$ cat config.mk
export PLATFORM = sky130hd
export DESIGN_NAME = color_threshold_bbox_tracker_top
export DESIGN_NICKNAME = d
export VERILOG_FILES = /design/src/design/ctbt_pkg.sv /design/src/design/color_threshold_bbox_tracker_top.sv
export SDC_FILE = /design/constraint.sdc
export NUM_CORES = 1
export LEC_CHECK = 0
export BUFFER_PORTS_ARGS = -buffer_cell sky130_fd_sc_hd__buf_2
export CAP_MARGIN = 25
export CORE_ASPECT_RATIO = 0.8
export CORE_MARGIN = 2
export CORE_UTILIZATION = 55
export CTS_CLUSTER_DIAMETER = 120
export DETAILED_ROUTE_END_ITERATION = 10
export HOLD_SLACK_MARGIN = 0.1
export PLACE_DENSITY = 0.72
export SLEW_MARGIN = 10
export SYNTH_ARGS = -nofsm -noshare
export SYNTH_HDL_FRONTEND = slang
export SYNTH_SLANG_ARGS = --single-unit
export TNS_END_PERCENT = 50
$ cat constraint.sdc
create_clock -name clk -period 12.7 [get_ports clk]
set_input_delay 1.27 -clock clk [delete_from_list [all_inputs] [get_ports clk]]
set_output_delay 1.27 -clock clk [all_outputs]
set_load 0.02 [all_outputs]
$ cat src/design/ctbt_pkg.sv
// Shared types and constants for the color threshold bounding box tracker.
package ctbt_pkg;

  localparam int CHAN_W    = 8;
  localparam int SIZE_W    = 13;
  localparam int COORD_W   = 12;
  localparam int CENTER_W  = 13;
  localparam int CFG_IDX_W = 4;
  localparam int CFG_DATA_W = 13;

  // Configuration register map
  localparam logic [CFG_IDX_W-1:0] REG_RED_LOW      = 4'd0;
  localparam logic [CFG_IDX_W-1:0] REG_RED_HIGH     = 4'd1;
  localparam logic [CFG_IDX_W-1:0] REG_GREEN_LOW    = 4'd2;
  localparam logic [CFG_IDX_W-1:0] REG_GREEN_HIGH   = 4'd3;
  localparam logic [CFG_IDX_W-1:0] REG_BLUE_LOW     = 4'd4;
  localparam logic [CFG_IDX_W-1:0] REG_BLUE_HIGH    = 4'd5;
  localparam logic [CFG_IDX_W-1:0] REG_FRAME_WIDTH  = 4'd6;
  localparam logic [CFG_IDX_W-1:0] REG_FRAME_HEIGHT = 4'd7;

  // Register reset values
  localparam logic [CHAN_W-1:0] RED_LOW_RST      = 8'd230;
  localparam logic [CHAN_W-1:0] RED_HIGH_RST     = 8'd255;
  localparam logic [CHAN_W-1:0] GREEN_LOW_RST    = 8'd0;
  localparam logic [CHAN_W-1:0] GREEN_HIGH_RST   = 8'd15;
  localparam logic [CHAN_W-1:0] BLUE_LOW_RST     = 8'd0;
  localparam logic [CHAN_W-1:0] BLUE_HIGH_RST    = 8'd15;
  localparam logic [SIZE_W-1:0] FRAME_WIDTH_RST  = 13'd1280;
  localparam logic [SIZE_W-1:0] FRAME_HEIGHT_RST = 13'd720;

  typedef struct packed {
    logic [CHAN_W-1:0] red;
    logic [CHAN_W-1:0] green;
    logic [CHAN_W-1:0] blue;
  } pixel_t;

  typedef struct packed {
    logic                found;
    logic [CENTER_W-1:0] center_row;
    logic [CENTER_W-1:0] center_col;
    logic [COORD_W-1:0]  row_min;
    logic [COORD_W-1:0]  row_max;
    logic [COORD_W-1:0]  col_min;
    logic [COORD_W-1:0]  col_max;
  } result_t;

endpackage

$ cat src/design/color_threshold_bbox_tracker_top.sv
// Top level of the color threshold bounding box tracker.
//
// Pixels enter in raster order, one beat per clock, and the block keeps its own
// row and column position. A pixel matches when red, green and blue each lie in
// their inclusive configured bounds; matching pixels widen a bounding box. The
// beat that carries the last pixel of a frame produces one result beat, shown
// the cycle after it is taken, with the found flag, the box edges (0-based) and
// the 1-based center of each axis; all fields read 0 when nothing matched. The
// tracking state then clears for the next frame. Throughput is one pixel per
// clock, limited only by the single result register: in_stall rises only for
// the last pixel of a frame while the previous frame's result is still stalled.
// Frame sizes of 0 act as 1, sizes above MAX_WIDTH/MAX_HEIGHT act as those
// limits. Registers may be written between frames via the cfg port, which is
// always ready.
module color_threshold_bbox_tracker_top #(
  parameter int MAX_WIDTH  = 4096,
  parameter int MAX_HEIGHT = 4096
) (
  input  logic                                 clk,
  input  logic                                 rst_n,
  input  logic                                 in_valid,
  output logic                                 in_stall,
  input  ctbt_pkg::pixel_t                     in_data,
  output logic                                 out_valid,
  input  logic                                 out_stall,
  output ctbt_pkg::result_t                    out_data,
  input  logic                                 cfg_valid,
  output logic                                 cfg_ready,
  input  logic [ctbt_pkg::CFG_IDX_W-1:0]       cfg_index,
  input  logic [ctbt_pkg::CFG_DATA_W-1:0]      cfg_data
);

  localparam int CW  = $clog2(MAX_WIDTH);
  localparam int RW  = $clog2(MAX_HEIGHT);
  localparam int EWW = (ctbt_pkg::SIZE_W > CW + 1) ? ctbt_pkg::SIZE_W : CW + 1;
  localparam int EHW = (ctbt_pkg::SIZE_W > RW + 1) ? ctbt_pkg::SIZE_W : RW + 1;

  // configuration registers
  logic [ctbt_pkg::CHAN_W-1:0] red_low_r, red_high_r;
  logic [ctbt_pkg::CHAN_W-1:0] green_low_r, green_high_r;
  logic [ctbt_pkg::CHAN_W-1:0] blue_low_r, blue_high_r;
  logic [ctbt_pkg::SIZE_W-1:0] frame_width_r, frame_height_r;

  // frame tracking state
  logic [CW-1:0] col_count_r, col_count_nxt;
  logic [RW-1:0] row_count_r, row_count_nxt;
  logic [RW-1:0] min_row_r, max_row_r, min_row_nxt, max_row_nxt;
  logic [CW-1:0] min_col_r, max_col_r, min_col_nxt, max_col_nxt;
  logic          any_match_r, any_match_nxt;

  logic                out_valid_r;
  ctbt_pkg::result_t   out_data_r, result_nxt;

  logic [EWW-1:0] eff_w;
  logic [EHW-1:0] eff_h;
  logic           last_col, last_row, frame_end;
  logic           pix_match, in_take;
  logic [RW:0]    center_row;
  logic [CW:0]    center_col;

  assign cfg_ready = 1'b1;

  // clamp frame size to [1, MAX]
  always_comb begin
    if (frame_width_r == '0) begin
      eff_w = EWW'(1);
    end else if (EWW'(frame_width_r) > EWW'(MAX_WIDTH)) begin
      eff_w = EWW'(MAX_WIDTH);
    end else begin
      eff_w = EWW'(frame_width_r);
    end
    if (frame_height_r == '0) begin
      eff_h = EHW'(1);
    end else if (EHW'(frame_height_r) > EHW'(MAX_HEIGHT)) begin
      eff_h = EHW'(MAX_HEIGHT);
    end else begin
      eff_h = EHW'(frame_height_r);
    end
  end

  assign last_col  = EWW'(col_count_r) >= (eff_w - EWW'(1));
  assign last_row  = EHW'(row_count_r) >= (eff_h - EHW'(1));
  assign frame_end = last_col && last_row;

  // hold the input only when this beat closes a frame and the result slot is busy
  assign in_stall = out_valid_r && out_stall && frame_end;
  assign in_take  = in_valid && !in_stall;

  assign pix_match = (in_data.red   >= red_low_r)   && (in_data.red   <= red_high_r)   &&
                     (in_data.green >= green_low_r) && (in_data.green <= green_high_r) &&
                     (in_data.blue  >= blue_low_r)  && (in_data.blue  <= blue_high_r);

  always_comb begin
    min_row_nxt   = min_row_r;
    max_row_nxt   = max_row_r;
    min_col_nxt   = min_col_r;
    max_col_nxt   = max_col_r;
    any_match_nxt = any_match_r;
    if (pix_match) begin
      any_match_nxt = 1'b1;
      if (!any_match_r) begin
        min_row_nxt = row_count_r;
        max_row_nxt = row_count_r;
        min_col_nxt = col_count_r;
        max_col_nxt = col_count_r;
      end else begin
        if (row_count_r < min_row_r) min_row_nxt = row_count_r;
        if (row_count_r > max_row_r) max_row_nxt = row_count_r;
        if (col_count_r < min_col_r) min_col_nxt = col_count_r;
        if (col_count_r > max_col_r) max_col_nxt = col_count_r;
      end
    end

    if (!last_col) begin
      col_count_nxt = col_count_r + CW'(1);
      row_count_nxt = row_count_r;
    end else if (!last_row) begin
      col_count_nxt = '0;
      row_count_nxt = row_count_r + RW'(1);
    end else begin
      col_count_nxt = '0;
      row_count_nxt = '0;
    end
  end

  assign center_row = (RW+1)'(min_row_nxt) + (RW+1)'((max_row_nxt - min_row_nxt) >> 1)
                      + (RW+1)'(1);
  assign center_col = (CW+1)'(min_col_nxt) + (CW+1)'((max_col_nxt - min_col_nxt) >> 1)
                      + (CW+1)'(1);

  always_comb begin
    result_nxt = '0;
    if (any_match_nxt) begin
      result_nxt.found      = 1'b1;
      result_nxt.center_row = ctbt_pkg::CENTER_W'(center_row);
      result_nxt.center_col = ctbt_pkg::CENTER_W'(center_col);
      result_nxt.row_min    = ctbt_pkg::COORD_W'(min_row_nxt);
      result_nxt.row_max    = ctbt_pkg::COORD_W'(max_row_nxt);
      result_nxt.col_min    = ctbt_pkg::COORD_W'(min_col_nxt);
      result_nxt.col_max    = ctbt_pkg::COORD_W'(max_col_nxt);
    end
  end

  // configuration writes
  always_ff @(posedge clk) begin
    if (!rst_n) begin
      red_low_r      <= ctbt_pkg::RED_LOW_RST;
      red_high_r     <= ctbt_pkg::RED_HIGH_RST;
      green_low_r    <= ctbt_pkg::GREEN_LOW_RST;
      green_high_r   <= ctbt_pkg::GREEN_HIGH_RST;
      blue_low_r     <= ctbt_pkg::BLUE_LOW_RST;
      blue_high_r    <= ctbt_pkg::BLUE_HIGH_RST;
      frame_width_r  <= ctbt_pkg::FRAME_WIDTH_RST;
      frame_height_r <= ctbt_pkg::FRAME_HEIGHT_RST;
    end else if (cfg_valid && cfg_ready) begin
      case (cfg_index)
        ctbt_pkg::REG_RED_LOW:      red_low_r      <= cfg_data[ctbt_pkg::CHAN_W-1:0];
        ctbt_pkg::REG_RED_HIGH:     red_high_r     <= cfg_data[ctbt_pkg::CHAN_W-1:0];
        ctbt_pkg::REG_GREEN_LOW:    green_low_r    <= cfg_data[ctbt_pkg::CHAN_W-1:0];
        ctbt_pkg::REG_GREEN_HIGH:   green_high_r   <= cfg_data[ctbt_pkg::CHAN_W-1:0];
        ctbt_pkg::REG_BLUE_LOW:     blue_low_r     <= cfg_data[ctbt_pkg::CHAN_W-1:0];
        ctbt_pkg::REG_BLUE_HIGH:    blue_high_r    <= cfg_data[ctbt_pkg::CHAN_W-1:0];
        ctbt_pkg::REG_FRAME_WIDTH:  frame_width_r  <= cfg_data[ctbt_pkg::SIZE_W-1:0];
        ctbt_pkg::REG_FRAME_HEIGHT: frame_height_r <= cfg_data[ctbt_pkg::SIZE_W-1:0];
        default: ;  // drop writes outside the map
      endcase
    end
  end

  // frame state: advance on every accepted pixel, clear at frame end
  always_ff @(posedge clk) begin
    if (!rst_n) begin
      col_count_r <= '0;
      row_count_r <= '0;
      min_row_r   <= '0;
      max_row_r   <= '0;
      min_col_r   <= '0;
      max_col_r   <= '0;
      any_match_r <= 1'b0;
    end else if (in_take) begin
      col_count_r <= col_count_nxt;
      row_count_r <= row_count_nxt;
      if (frame_end) begin
        min_row_r   <= '0;
        max_row_r   <= '0;
        min_col_r   <= '0;
        max_col_r   <= '0;
        any_match_r <= 1'b0;
      end else begin
        min_row_r   <= min_row_nxt;
        max_row_r   <= max_row_nxt;
        min_col_r   <= min_col_nxt;
        max_col_r   <= max_col_nxt;
        any_match_r <= any_match_nxt;
      end
    end
  end

  // result register
  always_ff @(posedge clk) begin
    if (!rst_n) begin
      out_valid_r <= 1'b0;
    end else if (in_take && frame_end) begin
      out_valid_r <= 1'b1;
    end else if (!out_stall) begin
      out_valid_r <= 1'b0;
    end
  end

  always_ff @(posedge clk) begin
    if (in_take && frame_end) begin
      out_data_r <= result_nxt;
    end
  end

  assign out_valid = out_valid_r;
  assign out_data  = out_data_r;

endmodule
After elaboration in Yosys (flattened, before gate mapping)
Index checks and enable logic that the tools add are counted.

word-level totals
  output and inout bits = 78
  bits in registers = 223

operators by class
  reductions and logical operators = 23
  $lt $le $gt $ge = 14
  add/subtract/negate cells = 10
  equal/unequal tests = 8
  multiplexer cells = 27

operators with widths
  cell                     number
  $mux W12                 18
  $mux W75                 1
  $mux W13                 4
  $add A12 B12 Y13         2
  $add A13 B1 Y13 const B  2
  $ge A12 B13 Y1           2
  $gt A13 B13 Y1 const B   2
  $logic_not A13 Y1        2
  $sub A12 B12 Y13         2
  $sub A13 B1 Y13 const B  2
  $add A12 B1 Y12 const B  2
  $ge A8 B8 Y1             3
  $gt A12 B12 Y1           2
  $le A8 B8 Y1             3
  $lt A12 B12 Y1           2
  $reduce_and A2 Y1        9
  $eq A4 B3 Y1 const B     4
  $logic_and A1 B1 Y1      10
  $eq A4 B2 Y1 const B     2
  $eq A4 B1 Y1 const B     1
  $logic_not A4 Y1         1
  $mux W1                  4
  $ne A2 B1 Y1 const B     1
  $logic_not A1 Y1         1

Longest topological paths before layout
Gate-level depths: netlist (run 1).

  word-level depth = 11
  mapped depth = 29

Least setup slack after synthesis (run 1)
Ideal clock, no wire load.

  path type = register to register
  from = register frame_height_r[2] (netlist bit)
  to = register row_count_r[0]
  arrival = 9.319 ns
  stages on the path, launching flop included = 22
  library setup time = 0.128 ns
  setup slack = 3.253 ns
  data required time = 12.572 ns
  cell sequence = dfxtp_1 -> or3_1 -> or3_1 -> nor2_1 -> and2_1 -> o21ai_0 -> ha_1 -> o21ai_0 -> o311ai_0 -> o21a_1 -> ha_1 -> o21ai_0 -> nand2b_1 -> a21oi_1 -> nor2_1 -> o21ai_0 -> nor3_1 -> o21ai_4 -> nor3_1 -> nand2b_1 -> clkbuf_1 -> nor2_1

between the ends
  cells in the longest elaborated chain, start to end = 10
  elaborated cells on any way between the ends = 12
  those cells by class = add/sub (1); order compare (2); mux (3); reduce/logical (6)

ends and longest elaborated chain
  element                             line                                     text
  from (decl)                         color_threshold_bbox_tracker_top.sv:42   logic [ctbt_pkg::SIZE_W-1:0] frame_width_r, frame_height_r;
  from (signal assigned)              color_threshold_bbox_tracker_top.sv:154  frame_height_r <= ctbt_pkg::FRAME_HEIGHT_RST;
  from (signal assigned)              color_threshold_bbox_tracker_top.sv:164  ctbt_pkg::REG_FRAME_HEIGHT: frame_height_r <= cfg_data[ctbt_pkg::SIZE_W-1:0];
  $gt A13 B13 Y1                      color_threshold_bbox_tracker_top.sv:74   end else if (EHW'(frame_height_r) > EHW'(MAX_HEIGHT)) begin
  $mux W13                            color_threshold_bbox_tracker_top.sv:74
  $mux W13 *                          color_threshold_bbox_tracker_top.sv:72   if (frame_height_r == '0) begin
  $sub A13 B1 Y13 *                   color_threshold_bbox_tracker_top.sv:82   assign last_row = EHW'(row_count_r) >= (eff_h - EHW'(1));
  $ge A12 B13 Y1 *                    color_threshold_bbox_tracker_top.sv:82
  $logic_and A1 B1 Y1                 color_threshold_bbox_tracker_top.sv:83   assign frame_end = last_col && last_row;
  $logic_and A1 B1 Y1                 color_threshold_bbox_tracker_top.sv:86   assign in_stall = out_valid_r && out_stall && frame_end;
  $logic_not A1 Y1                    color_threshold_bbox_tracker_top.sv:87   assign in_take = in_valid && !in_stall;
  $logic_and A1 B1 Y1                 color_threshold_bbox_tracker_top.sv:87
  $reduce_and A2 Y1 (no source line)  --
  to (signal assigned)                color_threshold_bbox_tracker_top.sv:182  row_count_r <= row_count_nxt;
  to (decl)                           color_threshold_bbox_tracker_top.sv:46   logic [RW-1:0] row_count_r, row_count_nxt;

Mark *: on every way between the ends. The rest lies on a longest branch, timed or not.
A chain may end at the register's enable or synchronous reset.

Final worst setup path (run 1)
  from = input port in_data[23] (netlist bit)
  to = register out_data_r (netlist bit out_data[73]), data pin

between the ends
  cells in the longest elaborated chain, start to end = 10
  elaborated cells on any way between the ends = 13
  those cells by class = add/sub (3); order compare (2); mux (3); reduce/logical (5)

ends and longest elaborated chain
  element                                       line                                     text
  from (decl)                                   color_threshold_bbox_tracker_top.sv:23   input ctbt_pkg::pixel_t in_data,
  $ge A8 B8 Y1 or $le A8 B8 Y1 (tied branches)  color_threshold_bbox_tracker_top.sv:89   assign pix_match = (in_data.red >= red_low_r) && (in_data.red <= red_high_r) &&
  $logic_and A1 B1 Y1 * (2 in a row)            color_threshold_bbox_tracker_top.sv:89
  $logic_and A1 B1 Y1 * (2 in a row)            color_threshold_bbox_tracker_top.sv:90   (in_data.green >= green_low_r) && (in_data.green <= green_high_r) &&
  $logic_and A1 B1 Y1 *                         color_threshold_bbox_tracker_top.sv:91   (in_data.blue >= blue_low_r) && (in_data.blue <= blue_high_r);
  $mux W12 *                                    color_threshold_bbox_tracker_top.sv:99   if (pix_match) begin
  named net max_row_nxt[2]                      color_threshold_bbox_tracker_top.sv:47   logic [RW-1:0] min_row_r, max_row_r, min_row_nxt, max_row_nxt;
  $sub A12 B12 Y13 *                            color_threshold_bbox_tracker_top.sv:126  assign center_row = (RW+1)'(min_row_nxt) + (RW+1)'((max_row_nxt - min_row_nxt) >> 1)
  $add A12 B12 Y13 *                            color_threshold_bbox_tracker_top.sv:126
  $add A13 B1 Y13 *                             color_threshold_bbox_tracker_top.sv:127  + (RW+1)'(1);
  to (signal assigned)                          color_threshold_bbox_tracker_top.sv:212  out_data_r <= result_nxt;
  to (decl)                                     color_threshold_bbox_tracker_top.sv:52   ctbt_pkg::result_t out_data_r, result_nxt;

The timed path passes the listed nets; every way through them passes the cells marked *.

==> results of run 1 <==
[worst paths after layout]
path	start	slack [ns]	end
worst max-delay path	in_data[23]	5.71	out_data[73]
worst min register to register	green_high_r[6]	0.48	green_high_r[6]
worst min-delay path	green_high_r[6]	0.48	green_high_r[6]
worst max register to register	red_high_r[7]	6.19	out_data[73]
[logic make-up after synthesis]
logic type      share of synthesized area [%]
mux                                      5.52
simple gates                             17.0
xor+xnor                                 2.56
fa+ha+maj                                15.3
other cells                            0.0261
compound gates                           16.8
flops                                    36.3
buf+inv                                  6.43
[per-layer routing]
metal / share of wire [%] / up-vias
li1: - / 5849
met1: 49 / 5481
met2: 44 / 271
met3: 4.5 / 53
met4: 2.2 / 0
met5: 0 / -
[where the power goes]
group | total, mW | switching [mW] | internal, mW
registers | 0.741 | 0.00444 | 0.736
logic | 0.0815 | 0.0502 | 0.0313
clock network | 0.694 | 0.281 | 0.413
[synthesized netlist by cell type (all sizes together), types with 8 or more instances]
library cell | number | area, sq um
o21ai | 61 | 324
a31oi | 9 | 56.3
nand3 | 32 | 160
a22o | 44 | 385
dfxtp | 148 | 2960
nor2 | 136 | 510
o211ai | 24 | 194
a21o | 29 | 218
nand2b | 22 | 138
nand4 | 27 | 169
a21oi | 70 | 350
a21boi | 28 | 210
buf | 15 | 109
and2 | 12 | 75.1
nor2b | 51 | 319
nor3 | 30 | 161
or3 | 13 | 81.3
and3 | 16 | 100
inv | 171 | 642
o21a | 8 | 60.1
clkbuf | 46 | 173
xnor2 | 21 | 184
ha | 167 | 2090
xor2 | 21 | 184
mux2i | 78 | 781
edfxtp | 75 | 2250
nand2 | 126 | 473
[layout make-up]
class | instances | share of cell area, %
sequential | 223 | 32.6
clock buffer | 30 | 3.97
multi-input combinational | 1136 | 51.5
inverter | 171 | 4.01
antenna | 2 | 0.0313
clock inverter | 11 | 0.813
tap | 351 | 2.74
timing repair buffer | 132 | 4.41
[per-stage QoR]
step / hold slack, ns / setup slack [ns] / instance area, sq um / power, mW / std cells
after floorplan: 0.443 / 3.25 / 14400 / 0.811 / 1591
after global placement: 0.454 / 5.41 / 15200 / 0.834 / 2012
after detailed placement: 0.462 / 5.24 / 15200 / 0.837 / 2012
after global routing: 0.491 / 5.19 / 16000 / 1.56 / 2056
after CTS: 0.477 / 5.73 / 16000 / 1.53 / 2053
final: 0.477 / 5.71 / 16000 / 1.52 / 2056
[sequential cells by signal, summed over array words and instances, names as in the netlist, 12 cells and up]
name            flops
max_col_r          12
frame_height_r     13
row_count_r        12
frame_width_r      13
out_data           75
min_col_r          12
col_count_r        12
max_row_r          12
min_row_r          12
[worst reg2reg max path, delay by kind of cell, from the launching register on]
family / cells / cell delay [ns]
compound gates: 13 / 2.37
fa+ha+maj: 3 / 0.93
buf+inv: 3 / 0.45
flops: 1 / 0.35
mux: 1 / 0.31
simple gates: 8 / 1.86
==> flow_summary_export.csv, run 1 <==
group,metric,value,unit
clock_tree,cts.reportedPaths.clkPinSlew,0.06,ns
global_routing,met3_usage,2.94,%
layout,syn_to_final_growth,11.6,%
placement,portBuffers,122,
setup_path,end_kind,"flip-flop",
clock_tree,cts_buffer_depth,3,
timing,slew-limit-headroom,34.8,%
pwr,ir_drop,0.000106,V
flow_run,drv_cap,0,
global_routing,grt_use_total,24.7,%
clock_tree,clk_root_buffer_cell,"clkbuf_16",
timing,finalMaxSlewViolations,0,
pwr,powerDensity,94.7,mW/mm^2
global_routing,grt_use_met2,39.2,%
timing,period_share,55.1,%
setup_path,reg2reg_depth,28,
clock_tree,clk_latency,0.51,ns
floorplanning,die_w,185,microns
setup_path,path_buf_inv,3,
clock_tree,numCtsBuffers,23,
logic_synthesis,syn_nets,1808,
floorplanning,core-area,0.0254,sq mm
setup_path,crit_cells,28,
timing,fin_tns_setup,0,ns
setup_path,path_common_cell,"o21ai_0",
setup_path,cp_top_family,"compound AO/OA/AOI/OAI gates",
logic_synthesis,ys_seq_area_share,36.3,%
placement,globalplace.congestion,0.881,
timing,worst_pin_slew,0.978,ns
setup_path,worstSetupPathType,"primary input to flip-flop",
clock_tree,holdBufCountCts,0,
logic_synthesis,yosys_warnings,0,
timing,hold_violations,0,
layout,seq_area,0.00522,sq mm
route,wl,33.6,mm
logic_synthesis,async_reset_ff_share,0,%
logic_synthesis,synth_cells,1591,
floorplanning,core.rowCount,52,
clock_tree,postCtsSetupRepairBufs,0,
clock_tree,cts_tree,"built",
logic_synthesis,synth_area_per_cell,9.02,sq um
setup_path,cp_slowest_cell,"and4_1",
route,final_antenna_net_count,0,
global_routing,antenna_found_initial,2,
min_path,hold_class,"flip-flop to flip-flop",
layout,multiInputGateArea,0.00824,sq mm
global_routing,grt.busiest_layer,"met2",
route,drc,0,
floorplanning,dieArea,0.0274,sq mm
global_routing,grt_pass1_wl,55.2,mm
layout,layout_common_cells,"inv_1, ha_1, dfxtp_1",
timing,fmax,143,MHz
setup_path,critPathLaunchType,"primary input",
logic_synthesis,synth_area,0.0144,sq mm
route,wl_per_cell,16.4,microns
layout,num-fill-cells,2207,
timing,setup_violations,0,
setup_path,cp_max_fo,12,
floorplanning,die_y,148,microns
layout,fin_nets,1904,
timing,period_minus_slack,6.99,ns
route,dr_total_vias,11700,
global_routing,grtUsageMet1,35.9,%
route,dr.pass1.iters,5,
pwr,p_leak,7.03,nW
logic_synthesis,ys.flop_type,"dfxtp_1",
timing,clock_skew,0.00920,ns
setup_path,slowest_delay,0.42,ns
floorplanning,start_util,56.4,%
placement,place_hpwl,24.8,mm
logic_synthesis,synth_cell_types,80,
global_routing,grt_max_degree,85,
layout,final_core_util,62.9,%
min_path,holdPathStages,2,
route,drt_iter0_markers,805,
clock_tree,clock_sinks,223,
status,outcome,"finished, final reports clean",
global_routing,grt_pass1_vias,11100,
clock_tree,cts_resized,0,
clock_tree,cts.htree.levels,1,
floorplanning,io_pins,124,
layout,drive_above_1_share,11.1,%
logic_synthesis,synth_edf_count,75,
logic_synthesis,synth.ff_latch_count,223,
layout,layout_commonest_cell,"inv_1",
setup_path,crit_required,12.96,ns
global_routing,overflow,0,
timing,rsz0062_at_grt,"no",
setup_path,cp.arrival,7.26,ns
route,viasPerCell,5.67,
(Power assumes the default switching activity.)
==> run 2, diff against run 1 <==
==> constraint.sdc (replaced) <==
create_clock -name clk -period 7 [get_ports clk]
set_input_delay 0.7 -clock clk [delete_from_list [all_inputs] [get_ports clk]]
set_output_delay 0.7 -clock clk [all_outputs]
set_load 0.02 [all_outputs]
==> flow_summary_export.csv, run 2 (synthesized netlist as in run 1, its figures left out) <==
group,metric,value,unit
layout,drive_above_1_share,11.2,%
route,dr_total_vias,11700,
min_path,hp-start,"cfg_data[9]",
layout,layout_commonest_cell,"inv_1",
min_path,min_to,"frame_height_r[9]",
setup_path,worstSetupPathType,"flip-flop to flip-flop",
clock_tree,cts.htree.levels,1,
floorplanning,die_w,185,microns
layout,layout_common_cells,"inv_1, ha_1, dfxtp_1",
clock_tree,holdBufCountCts,0,
layout,syn_to_final_growth,12.1,%
global_routing,grt_pass1_vias,10900,
setup_path,end_kind,"flip-flop",
floorplanning,io_pins,124,
route,wl_per_cell,16.5,microns
route,dr.pass1.iters,5,
placement,place_hpwl,25.2,mm
clock_tree,cts_tree,"built",
timing,finalMaxSlewViolations,0,
layout,fin_nets,1911,
min_path,holdPathStages,3,
timing,period_share,89.9,%
clock_tree,cts.reportedPaths.clkPinSlew,0.06,ns
setup_path,reg2reg_depth,28,
setup_path,slowest_delay,0.42,ns
timing,worst_pin_slew,0.982,ns
pwr,ir_drop,0.000185,V
pwr,combPwrFrac,5.2,%
setup_path,cp-startpoint,"red_high_r[5]",
route,drt_iter0_markers,766,
setup_path,r2r-end,"out_data[73]",
setup_path,rr_startpoint,"red_high_r[5]",
pwr,clkPwrFrac,46.6,%
setup_path,cp_max_fo,15,
clock_tree,numCtsBuffers,25,
clock_tree,cts_buffer_depth,3,
floorplanning,dieArea,0.0274,sq mm
flow_run,drv_cap,0,
setup_path,cp.arrival,6.54,ns
timing,period_minus_slack,6.30,ns
timing,rsz0062_at_grt,"no",
route,viasPerCell,5.67,
setup_path,critPathLaunchType,"flip-flop",
global_routing,overflow,0,
clock_tree,clock_sinks,223,
global_routing,grt_max_degree,85,
layout,antenna_cells,0,
timing,setup_violations,0,
floorplanning,core.rowCount,52,
pwr,powerDensity,174,mW/mm^2
timing,fmax,159,MHz
setup_path,path_common_cell,"o21ai_0",
pwr,p_int,2.16,mW
min_path,hold_class,"primary input to flip-flop",
route,final_antenna_net_count,0,
timing,fin_tns_setup,0,ns
timing,clock_skew,0.0129,ns
layout,largest_register_ffs,75,
placement,globalplace.congestion,0.865,
clock_tree,clk_latency,0.53,ns
setup_path,worst-r2r-setup-slack,0.70,ns
route,wl,34.0,mm
setup_path,cp_slowest_cell,"mux2i_1",
route,drc,0,
setup_path,crit_required,7.24,ns
clock_tree,cts_resized,0,
floorplanning,die_y,148,microns
placement,portBuffers,122,
pwr,total_power,2.79,mW
clock_tree,clk_root_buffer_cell,"clkbuf_16",
pwr,p_switching,0.630,mW
pwr,p_sw_share,22.6,%
global_routing,grt_use_total,25.0,%
clock_tree,postCtsSetupRepairBufs,0,
status,outcome,"finished, final reports clean",
timing,slew-limit-headroom,34.6,%
floorplanning,start_util,56.4,%
pwr,p_leak,7.05,nW
pwr,seqPwrFrac,48.2,%
global_routing,antenna_found_initial,1,
floorplanning,core-area,0.0254,sq mm
global_routing,grt_pass1_wl,55.4,mm
timing,hold_violations,0,
## run 2: power groups by stage
stage / sequential (mW) / clock, mW / combinational [mW]
2_1_floorplan: 1.37 / 0 / 0.104
3_3_place_gp: 1.37 / 0 / 0.141
3_5_place_dp: 1.37 / 0 / 0.145
4_1_cts: 1.34 / 1.32 / 0.146
5_1_grt: 1.34 / 1.37 / 0.165
6_report: 1.34 / 1.30 / 0.146
## run 2: worst max-delay path by stage
stage | to | slack (ns)
final | out_data[73] | 0.70
after global routing | out_data[73] | 0.06
after detailed placement | out_data[73] | 0.35
after global placement | out_data[73] | 0.52
after CTS | out_data[73] | 0.74
after floorplan | row_count_r[0] | 1.07
## run 2: cell type report
type / instances / area, sq um
fill: 2207 / 9350
clock buffer: 39 / 749
sequential: 223 / 5220
clock inverter: 6 / 56.3
timing repair buffer: 137 / 746
tap: 351 / 439
inverter: 171 / 642
multi-input combinational: 1136 / 8240
## run 2: per-stage QoR
step	worst slack (ns)	utilization, %	cell area, sq um	std cells	hold WS, ns
global placement	0.516	60.0	15300	2017	0.454
CTS	0.737	63.2	16100	2062	0.402
detailed placement	0.351	60.0	15300	2017	0.462
floorplan	1.07	-	14400	1591	0.443
global route	0.0600	63.2	16100	2063	0.433
finish	0.704	63.2	16100	2063	0.413
## run 2: critical path, delay by kind of cell, from the launching register on
| family | cells | cell delay (ns) |
|---|---|---|
| multiplexers | 1 | 0.42 |
| buffers and inverters | 3 | 0.46 |
| adder cells (fa/ha/maj) | 3 | 0.77 |
| AO/OA/AOI/OAI | 13 | 2.42 |
| AND/OR/NAND/NOR | 8 | 1.62 |
| flip-flops | 1 | 0.32 |
## run 2: metal layers
metal / track usage (%) / routed length (microns) / up-vias
met1: 36.1 / 16300 / 5493
met4: 6.48 / 802 / 0
met3: 3.21 / 1860 / 58
li1: - / - / 5853
met5: 0 / 0 / -
met2: 39.5 / 15000 / 290
